File: src/rtl/hbkd_pkg.sv
// Package for the HID boot-keyboard report differ.
// Holds the byte type, the slot constants and the scancode and ASCII lookups.
// No dependencies.
package hbkd_pkg;

    typedef logic [7:0] t_byte;

    localparam int KEY_SLOTS_DEF = 6;
    localparam int INPUT_FIELDS  = 6;
    localparam int ROM_SPAN      = 32;

    localparam t_byte ASCII_FIRST = 8'h04;
    localparam t_byte ASCII_LAST  = 8'h1D;
    localparam t_byte ASCII_BASE  = 8'h61;

    localparam t_byte SCAN_ROM [ROM_SPAN] = '{
        8'h00, 8'h00, 8'h00, 8'h00, 8'h66, 8'h46, 8'h26, 8'h85,
        8'h65, 8'h45, 8'h25, 8'h84, 8'h64, 8'h44, 8'h24, 8'h83,
        8'h63, 8'h43, 8'h23, 8'h82, 8'h62, 8'h42, 8'h22, 8'h81,
        8'h61, 8'h41, 8'h21, 8'h80, 8'h60, 8'h40, 8'h00, 8'h00
    };

    function automatic t_byte f_scan(input t_byte u);
        t_byte res;
        res = 8'h00;
        if (u < 8'(ROM_SPAN)) begin
            res = SCAN_ROM[u[4:0]];
        end
        return res;
    endfunction

    function automatic t_byte f_ascii(input t_byte u);
        t_byte res;
        res = 8'h00;
        if (u >= ASCII_FIRST && u <= ASCII_LAST) begin
            res = ASCII_BASE + (u - ASCII_FIRST);
        end
        return res;
    endfunction

endpackage

File: src/rtl/hbkd_diff.sv
// Key list comparator: flags released stored keys and newly pressed keys.
// Depends on hbkd_pkg.
module hbkd_diff #(
    parameter int KEY_SLOTS = 6
) (
    input  hbkd_pkg::t_byte        i_prev [KEY_SLOTS],
    input  hbkd_pkg::t_byte        i_cur  [KEY_SLOTS],
    output logic [2*KEY_SLOTS-1:0] o_mask
);
    import hbkd_pkg::*;

    logic [KEY_SLOTS-1:0] prev_live;
    logic [KEY_SLOTS-1:0] cur_live;

    always_comb begin
        prev_live[0] = (i_prev[0] != 8'h00);
        cur_live[0]  = (i_cur[0]  != 8'h00);
        for (int i = 1; i < KEY_SLOTS; i++) begin
            prev_live[i] = prev_live[i-1] && (i_prev[i] != 8'h00);
            cur_live[i]  = cur_live[i-1]  && (i_cur[i]  != 8'h00);
        end
    end

    always_comb begin
        logic in_cur;
        logic in_prev;
        o_mask = '0;
        for (int i = 0; i < KEY_SLOTS; i++) begin
            in_cur  = 1'b0;
            in_prev = 1'b0;
            for (int j = 0; j < KEY_SLOTS; j++) begin
                if (cur_live[j] && i_cur[j] == i_prev[i]) begin
                    in_cur = 1'b1;
                end
                if (prev_live[j] && i_prev[j] == i_cur[i]) begin
                    in_prev = 1'b1;
                end
            end
            o_mask[i]           = prev_live[i] && !in_cur;
            o_mask[KEY_SLOTS+i] = cur_live[i]  && !in_prev;
        end
    end

endmodule

File: src/rtl/hbkd_emit.sv
// Event emitter: holds pending events of one report and drains them in order
// through the output register. Depends on hbkd_pkg.
module hbkd_emit #(
    parameter int KEY_SLOTS = 6
) (
    input  logic                   i_clk,
    input  logic                   i_rst_n,
    input  logic                   i_load,
    input  hbkd_pkg::t_byte        i_keys [2*KEY_SLOTS],
    input  logic [2*KEY_SLOTS-1:0] i_mask,
    output logic                   o_can_load,
    output logic                   o_valid,
    input  logic                   i_stall,
    output hbkd_pkg::t_byte        o_usage_code,
    output hbkd_pkg::t_byte        o_device_scancode,
    output hbkd_pkg::t_byte        o_ascii_code,
    output logic                   o_is_release,
    output logic                   o_last_event
);
    import hbkd_pkg::*;

    localparam int EVENTS = 2 * KEY_SLOTS;
    localparam int IW     = $clog2(EVENTS);

    t_byte             r_keys [EVENTS];
    logic [EVENTS-1:0] r_mask;
    logic [EVENTS-1:0] n_mask;
    logic [EVENTS-1:0] rest;
    logic [IW-1:0]     sel;
    logic              advance;
    t_byte             key;

    logic  r_out_valid;
    t_byte r_usage;
    t_byte r_scan;
    t_byte r_ascii;
    logic  r_rel;
    logic  r_last;

    always_comb begin
        sel = '0;
        for (int i = EVENTS - 1; i >= 0; i--) begin
            if (r_mask[i]) begin
                sel = IW'(i);
            end
        end
    end

    assign key        = r_keys[sel];
    assign rest       = r_mask & (r_mask - 1'b1);
    assign advance    = (r_mask != '0) && (!r_out_valid || !i_stall);
    assign o_can_load = (r_mask == '0) || (advance && rest == '0);

    always_comb begin
        n_mask = r_mask;
        if (i_load) begin
            n_mask = i_mask;
        end else if (advance) begin
            n_mask = rest;
        end
    end

    always_ff @(posedge i_clk) begin
        if (!i_rst_n) begin
            r_mask      <= '0;
            r_out_valid <= 1'b0;
        end else begin
            r_mask <= n_mask;
            if (advance) begin
                r_out_valid <= 1'b1;
            end else if (!i_stall) begin
                r_out_valid <= 1'b0;
            end
        end
    end

    always_ff @(posedge i_clk) begin
        if (i_load) begin
            r_keys <= i_keys;
        end
        if (advance) begin
            r_usage <= key;
            r_scan  <= f_scan(key);
            r_ascii <= f_ascii(key);
            r_rel   <= (32'(sel) < KEY_SLOTS);
            r_last  <= (rest == '0);
        end
    end

    assign o_valid           = r_out_valid;
    assign o_usage_code      = r_usage;
    assign o_device_scancode = r_scan;
    assign o_ascii_code      = r_ascii;
    assign o_is_release      = r_rel;
    assign o_last_event      = r_last;

endmodule

File: src/rtl/hid_boot_key_report_diff_top.sv
// HID boot-keyboard report differ, top level. Depends on hbkd_pkg, hbkd_diff, hbkd_emit.
// The first event of a report reaches the output register after the report is loaded into
// the pending set. Throughput: one event per cycle while i_stall does not hold the output;
// a report yields up to 2*KEY_SLOTS events, and a report is taken in the cycle its predecessor's
// last event leaves the pending set. A report with no changes yields no event.
// Reset: synchronous, active low; clears the stored key list, pending events and output valid.
module hid_boot_key_report_diff_top #(
    parameter int KEY_SLOTS = hbkd_pkg::KEY_SLOTS_DEF
) (
    input  logic            i_clk,
    input  logic            i_rst_n,
    input  logic            i_valid,
    output logic            o_stall,
    input  hbkd_pkg::t_byte i_key_slot0,
    input  hbkd_pkg::t_byte i_key_slot1,
    input  hbkd_pkg::t_byte i_key_slot2,
    input  hbkd_pkg::t_byte i_key_slot3,
    input  hbkd_pkg::t_byte i_key_slot4,
    input  hbkd_pkg::t_byte i_key_slot5,
    output logic            o_valid,
    input  logic            i_stall,
    output hbkd_pkg::t_byte o_usage_code,
    output hbkd_pkg::t_byte o_device_scancode,
    output hbkd_pkg::t_byte o_ascii_code,
    output logic            o_is_release,
    output logic            o_last_event
);
    import hbkd_pkg::*;

    t_byte             in_slots [INPUT_FIELDS];
    t_byte             cur      [KEY_SLOTS];
    t_byte             r_prev   [KEY_SLOTS];
    t_byte             keys     [2*KEY_SLOTS];
    logic [2*KEY_SLOTS-1:0] mask;
    logic              can_load;
    logic              accept;

    assign in_slots[0] = i_key_slot0;
    assign in_slots[1] = i_key_slot1;
    assign in_slots[2] = i_key_slot2;
    assign in_slots[3] = i_key_slot3;
    assign in_slots[4] = i_key_slot4;
    assign in_slots[5] = i_key_slot5;

    always_comb begin
        for (int i = 0; i < KEY_SLOTS; i++) begin
            cur[i] = (i < INPUT_FIELDS) ? in_slots[i] : 8'h00;
            keys[i]           = r_prev[i];
            keys[KEY_SLOTS+i] = cur[i];
        end
    end

    assign o_stall = !can_load;
    assign accept  = i_valid && can_load;

    always_ff @(posedge i_clk) begin
        if (!i_rst_n) begin
            for (int i = 0; i < KEY_SLOTS; i++) begin
                r_prev[i] <= 8'h00;
            end
        end else if (accept) begin
            r_prev <= cur;
        end
    end

    hbkd_diff #(
        .KEY_SLOTS(KEY_SLOTS)
    ) u_diff (
        .i_prev(r_prev),
        .i_cur (cur),
        .o_mask(mask)
    );

    hbkd_emit #(
        .KEY_SLOTS(KEY_SLOTS)
    ) u_emit (
        .i_clk            (i_clk),
        .i_rst_n          (i_rst_n),
        .i_load           (accept),
        .i_keys           (keys),
        .i_mask           (mask),
        .o_can_load       (can_load),
        .o_valid          (o_valid),
        .i_stall          (i_stall),
        .o_usage_code     (o_usage_code),
        .o_device_scancode(o_device_scancode),
        .o_ascii_code     (o_ascii_code),
        .o_is_release     (o_is_release),
        .o_last_event     (o_last_event)
    );

endmodule

File: config.mk
export PLATFORM = sky130hd
export DESIGN_NAME = hid_boot_key_report_diff_top
export DESIGN_NICKNAME = d
export VERILOG_FILES = /design/src/rtl/hbkd_pkg.sv /design/src/rtl/hbkd_diff.sv /design/src/rtl/hbkd_emit.sv /design/src/rtl/hid_boot_key_report_diff_top.sv
export SDC_FILE = /design/constraint.sdc
export NUM_CORES = 1
export LEC_CHECK = 0
export ABC_AREA = 1
export ABC_CLOCK_PERIOD_IN_PS = 4100
export BUFFER_PORTS_ARGS = -buffer_cell sky130_fd_sc_hd__clkbuf_2
export CAP_MARGIN = 20
export CORE_ASPECT_RATIO = 1.1
export CORE_MARGIN = 2
export CORE_UTILIZATION = 55
export CTS_BUF_LIST = sky130_fd_sc_hd__clkbuf_2 sky130_fd_sc_hd__clkbuf_4 sky130_fd_sc_hd__clkbuf_8
export DETAILED_ROUTE_END_ITERATION = 8
export PLACE_DENSITY = 0.73
export SYNTH_ARGS = -nofsm -noshare
export SYNTH_HDL_FRONTEND = slang
export SYNTH_SLANG_ARGS = --single-unit
File: constraint.sdc
create_clock -name i_clk -period 4.1 [get_ports i_clk]
set_clock_uncertainty 0.1 [all_clocks]
set_input_delay 0.41 -clock i_clk [delete_from_list [all_inputs] [get_ports i_clk]]
set_output_delay 0.41 -clock i_clk [all_outputs]
set_load 0.1 [all_outputs]
# Word level (Yosys, flattened, before mapping)
# Memory sizes are Yosys's and may differ from the RTL's. A register that Yosys moved wholly into a read port is not among the register bits.
# Cells that the tools add are included.
# word_totals
ff_bits,175
latchBits,0
ram_bits,0
romBits,256
input_bits,52
elab_cells,332
memories,1
# op_classes
n_addsub,3
multipliers,0
div_mod_pow,0
order_cmp,5
n_eq_ne,73
n_shift,0
mux,91
bitwise,3
reduce_logical,132
# memory_table
memory,depth,width,rd,rd_clocked_by_memory_dff,write_ports,line_no,source
(name not given),32,8,1,1,0,hbkd_pkg.sv:27,res = SCAN_ROM[u[4:0]];
# ops
operator,count
equality test 8 bit,72
logical AND 1 bit,98
nonzero test 8 bit,12
2-to-1 mux 1 bit,74
2-to-1 mux 4 bit,12
binary-select mux 8 bit (select 4 bit),1
logical NOT 12 bit,2
2-to-1 mux 12 bit,2
logical NOT 1 bit,16
2-to-1 mux 8 bit,2
AND 12 bit,1
nonzero test 12 bit,1
"subtractor 12 x 1 -> 12 bit, second input constant",1
"adder 7 x 8 -> 8 bit, first input constant",1
">= comparator 8 x 3 -> 1 bit, second input constant",1
"less-or-equal comparator 8 x 5 -> 1 bit, second input constant",1
"less-than comparator 8 x 6 -> 1 bit, second input constant",1
"subtractor 8 x 3 -> 8 bit, second input constant",1
inverter 5 -> 6 bit,1
">= comparator 5 bit, second input constant",1
inverter 4 -> 5 bit,1
"less-than comparator 4 x 3 -> 1 bit, second input constant",1
logical OR 1 bit,2
"inequality test 2 x 1 -> 1 bit, second input constant",1
nonzero test 2 bit,1

# Logic depth before layout (Yosys ltp)
# depth
depth_word,18
mapped_depth,26
mapped_depth_nobuf,25

# Modules after synthesis
# From an unflattened synthesis, not the netlist that was laid out.
# hier_totals
hier_cells,2043
hier_area_um2,14023.4
# modules_own_cells
mod,n_inst,cells_per_inst,area_per_inst_um2,seq_area_each_um2
hbkd_emit,1,588,6045.8,3863.7
hbkd_diff,1,1149,6005.8,0.0
hid_boot_key_report_diff_top,1,306,1971.9,960.9

# Least setup slack after synthesis
# Ideal clock, no wire load.
# synth_path
path_type,register -> register
from,register u_emit.r_mask[2]
to,register u_emit.r_keys[0] in the netlist's numbering (enable)
setup_ns,0.414
t_arrival_ns,2.754
required_ns,3.586
slack_ns,0.832
path_stages_with_launch,13
synth_period_minus_slack_ns,3.268
path_cell_list,dfxtp_1 nor2_4 inv_2 nor2_4 nand2_2 o21ai_2 o21ai_1 nor4_2 nand2_1 nand2_2 nand2_4 clkinv_2 buf_2
# synth_between
elab_chain_cells,6
# synth_lines
item,line_no,source
"start, declared",hbkd_emit.sv:26,logic [EVENTS-1:0] r_mask;
"start signal, assigned",hbkd_emit.sv:68,r_mask <= n_mask;
subtractor 12 x 1 -> 12 bit,hbkd_emit.sv:50,assign rest = r_mask & (r_mask - 1'b1);
AND 12 bit,hbkd_emit.sv:50,
logical NOT 12 bit,hbkd_emit.sv:52,assign o_can_load = (r_mask == '0) || (advance && rest == '0);
logical AND 1 bit,hbkd_emit.sv:52,
logical OR 1 bit (*),hbkd_emit.sv:52,
logical AND 1 bit (*),hid_boot_key_report_diff_top.sv:54,assign accept = i_valid && can_load;
via accept,hid_boot_key_report_diff_top.sv:36,logic accept;
"end signal, assigned",hbkd_emit.sv:79,r_keys <= i_keys;
"end, declared",hbkd_emit.sv:25,t_byte r_keys [EVENTS];
# Mark *: on every way through the listed nets, which the timed path passes. The rest lies on a longest branch.
# A chain may end at the register's enable or synchronous reset.

# Final worst setup path
# layout_path
from,register u_emit.r_mask[10]
to,register u_emit.r_scan[1] (netlist: u_emit.o_device_scancode[1]) (data pin)
# layout_between
elab_chain_cells,17
# layout_lines
item,line_no,source
2-to-1 mux 4 bit (*) (11 in series),hbkd_emit.sv:43,if (r_mask[i]) begin
inverter 4 -> 5 bit (implied by the code) (*),hbkd_emit.sv:49,assign key = r_keys[sel];
binary-select mux 8 bit (select 4 bit) (*),hbkd_emit.sv:49,
2-to-1 mux 8 bit (implied by the code) (*) (2 in series),hbkd_emit.sv:49,
via u_emit.key[1],hbkd_emit.sv:31,t_byte key;
less-than comparator 8 x 6 -> 1 bit,hbkd_pkg.sv:26,if (u < 8'(ROM_SPAN)) begin
logical NOT 1 bit (no line),-,
"end, declared",hbkd_emit.sv:35,t_byte r_scan;
# Mark *: on every way through the listed nets, which the timed path passes. The rest lies on a longest branch. The select of a mux whose other input is x is not followed.

==> qor.txt <==
=================================================================================
Status .............................................................    completed
Num Clock Sinks ....................................................          181
Xor/xnor share of the synthesized area .............................        0.180
Synth-to-layout area growth ........................................        7.20%
Clock tree from TritonCTS ..........................................          yes
Number of buffers on the longest clock path ........................            2
Distinct cell type count after synthesis ...........................           60
Instance count of the mapped netlist ...............................        1,472
Combinational family with the most area after synthesis ............ simple AND/OR/NAND/NOR gates
Global-route wire length before repair .............................    60,800 um
Total DRC errors in the routed layout ..............................            0
Synthesized-area fraction occupied by adder cells ..................       0.0104
Synthesis Warnings .................................................            0
Worst-path maximum fanout ..........................................           51
Std-Cell Rows ......................................................           56
Number of flip-flops and latches in the synthesized netlist ........          181
Post-route worst hold slack ........................................     0.261 ns
Layout cell share with drive strength beyond 1 .....................        0.145
Antenna violations before repair ...................................            0
Worst-margin pin slew ..............................................      1.02 ns
Deepest level of the CTS H-tree ....................................            4
Crit-path max cell delay ...........................................      0.48 ns
Final cycle utilization of the critical path .......................        0.874
Time the final worst path needs with I/O delays and setup ..........      3.58 ns
Count of endpoints failing hold in the final timing report .........            0
Area fraction in and, or, nand and nor cells after synthesis .......        0.240
Via-to-Cell Ratio ..................................................         6.07
Number of buffers inserted during clock tree synthesis .............           17
First-pass detailed-route iteration total ..........................            5
Unrepaired setup endpoints after global routing ....................        false
Post-route setup slack .............................................     0.518 ns
Final RePlAce weighted congestion ..................................         1.04
Final setup violating endpoints ....................................            0
Max-cap check violation count ......................................            0
Kind of path behind the tightest hold check ........................       in2reg
Full die area ...................................................... 23,200 sq um
Worst EP arrival ...................................................      3.71 ns
IO buf count .......................................................           77
Sequential-to-total area share from yosys stat .....................        0.399
I/O pin total ......................................................           80
Maximum number of pins on one net before global-route repair .......           80
CP required ........................................................      4.23 ns
Non-filler cells in the finished layout ............................        1,784
Vias post-DR .......................................................       10,833
Post-CTS resize count ..............................................            0
Share of the synthesized area in compound gates (AO/OA/AOI/OAI) ....       0.0787
Effective utilization at floorplan .................................        0.563
Placed Cells .......................................................        1,752
Clk root buf ....................................................... sky130_fd_sc_hd__clkbuf_8
Number of cells on the worst hold path .............................            1
Core ar. ........................................................... 21,400 sq um
Overflow left after global routing .................................            0
CP cell instances .................................................. inv_1, nand2_1, nand2_1, nand2_1, nand2_1, nand2_1, nand2_1, nand2_1, nand2_1, nand2_2, nand2_4, nand2_4, nand2_1, nand3_1, nand3_1, a21oi_2, ha_1, inv_1, ha_1, inv_1, nand2_1, nand3_1, a21boi_1
Worst Reg-to-Reg Cells .............................................           23
Clock insertion delay at the later pin of the skew report ..........      0.48 ns
Count of final max-slew check failures .............................            0
Startpoint-to-endpoint class of the critical path ..................      reg2reg
Vias in the first global route .....................................       10,181
Number of setup buffers added after CTS ............................            0
TNS Setup ..........................................................         0 ns
Setup slack on the worst flop-to-flop path .........................      0.52 ns
Average cell area after synthesis ..................................   8.21 sq um
Die width ..........................................................       145 um
Critical hold path startpoint ...................................... i_key_slot2[0]
Final Net Count ....................................................        1,543
Half-perimeter wire length after detailed placement ................    29,400 um
Reg-to-reg critical path endpoint .................................. u_emit.o_device_scancode[1]$_SDFFCE_PP0P_
DR WL/cell .........................................................      22.8 um
Startpoint types ...................................................     register
Number of nets with antenna violations after detailed routing ......            0
Clock slew seen by the registers of the worst setup and hold paths .      0.11 ns
Fraction of registers with async set/reset .........................            0
Worst-case setup slack after placement .............................     0.582 ns
Total Routing Usage GR .............................................        0.349
Primary FF master, synth ........................................... sky130_fd_sc_hd__edfxtp_1
Ant diodes .........................................................            0
Fmax ...............................................................      279 MHz
Max_slew headroom ..................................................        0.312
Launching point of the worst reg2reg path .......................... u_emit.r_mask[10]$_SDFFE_PN0P_
Initial DRC Count ..................................................        1,574
Number of flops mapped to enable cells by yosys ....................          120
Critical Path End Type .............................................     register
Terminating pin of the worst hold path ............................. u_emit.r_keys[24]$_DFFE_PP_
Most common cell on crit path ...................................... sky130_fd_sc_hd__nand2_1
Critical-path cell with the highest stage delay .................... sky130_fd_sc_hd__nand2_4
Hold buffers post-CTS ..............................................            0
Syn Std Cell Area .................................................. 12,100 sq um
Multiplexer fraction of the synthesized cell area ..................            0
Sum of routed wire length over all layers ..........................    40,700 um
Vert. Die Dim ......................................................       159 um
=================================================================================
[metrics by stage]
step	area [sq um]	util
global route	13000	0.604
floorplan	12100	-
CTS	13000	0.604
global placement	12600	0.586
detailed placement	12600	0.586
finish	13000	0.604
[layer usage]
| layer | up-vias | track usage | wire length [um] |
|---|---|---|---|
| met5 | - | 0 | 0 |
| met4 | 0 | 0.228 | 3140 |
| met3 | 226 | 0.0716 | 4740 |
| met2 | 787 | 0.558 | 18300 |
| met1 | 4964 | 0.428 | 14500 |
| li1 | 4856 | - | - |
[cell usage in the layout (no fill, tap or decap), drive strengths merged, types with 2 or more instances in the layout]
master	instances
nand3	82
or2	10
inv	134
a21oi	57
a31oi	7
or4	5
o21ai	77
clkinv	6
nand4	65
dfxtp	61
and2	2
buf	40
clkbuf	95
o211ai	5
nand2	250
edfxtp	120
nor2	138
xnor2	189
conb	3
nor3	13
ha	10
clkinvlp	3
nor4	26
xor2	59
a211oi	9
nand3b	12
nor4b	4
[cells by family after synthesis]
family / Yosys count
flops: 181
simple gates: 609
other cells: 1
xor+xnor: 248
compound gates: 165
buf+inv: 258
fa+ha+maj: 10
[Yosys cell counts, types with 10 or more instances]
library cell	instances	area share
sky130_fd_sc_hd__xor2_1	59	0.043
sky130_fd_sc_hd__nor2_2	15	0.0078
sky130_fd_sc_hd__a21oi_1	52	0.022
sky130_fd_sc_hd__nand2_1	240	0.075
sky130_fd_sc_hd__nor3_1	13	0.0054
sky130_fd_sc_hd__nand3b_1	12	0.0075
sky130_fd_sc_hd__o21ai_0	66	0.027
sky130_fd_sc_hd__inv_1	110	0.034
sky130_fd_sc_hd__nand4_1	65	0.034
sky130_fd_sc_hd__nand3_1	80	0.033
sky130_fd_sc_hd__buf_2	46	0.019
sky130_fd_sc_hd__clkbuf_1	66	0.021
sky130_fd_sc_hd__edfxtp_1	120	0.30
sky130_fd_sc_hd__ha_1	10	0.010
sky130_fd_sc_hd__inv_2	15	0.0047
sky130_fd_sc_hd__nor2_1	119	0.037
sky130_fd_sc_hd__xnor2_1	189	0.14
sky130_fd_sc_hd__dfxtp_1	61	0.10
sky130_fd_sc_hd__nor4_1	25	0.013
[critical path: cells and delay by family, from the launching register on]
family | cells | cell delay, ns
fa+ha+maj | 2 | 0.55
compound gates | 2 | 0.44
flops | 1 | 0.38
simple gates | 16 | 1.64
buf+inv | 3 | 0.21
[worst max-delay path by stage]
stage	start	end	slack, ns
global placement	u_emit.r_mask[10]$_SDFFE_PN0P_	u_emit.o_device_scancode[1]$_SDFFCE_PP0P_	0.69
detailed placement	u_emit.r_mask[10]$_SDFFE_PN0P_	u_emit.o_device_scancode[1]$_SDFFCE_PP0P_	0.58
finish	u_emit.r_mask[10]$_SDFFE_PN0P_	u_emit.o_device_scancode[1]$_SDFFCE_PP0P_	0.52
global route	u_emit.r_mask[10]$_SDFFE_PN0P_	u_emit.o_device_scancode[0]$_SDFFCE_PP0P_	0.16
floorplan	u_emit.r_mask[2]$_SDFFE_PN0P_	u_emit.r_keys[0]$_DFFE_PP_	0.83
CTS	u_emit.r_mask[10]$_SDFFE_PN0P_	u_emit.o_device_scancode[1]$_SDFFCE_PP0P_	0.56
[flip-flops by register name (all words and copies together) (netlist names)]
signal	cells
u_emit.r_keys	96
u_emit.o_last_event	1
u_emit.o_is_release	1
keys	48
u_emit.r_mask	12
u_emit.o_usage_code	8
u_emit.o_ascii_code	8
u_emit.o_valid	1
u_emit.o_device_scancode	6
[layout make-up]
type	instances	area, sq um
tap	290	363
clock buffer	18	248
inverter	129	489
multi-input combinational	1035	6160
fill	1912	8490
timing repair buffer	117	736
clock inverter	14	134
sequential	181	4820
Power is left out: the tool's default activity adds up to more than one toggle a clock period on the data nets, which glitch-free logic cannot reach.
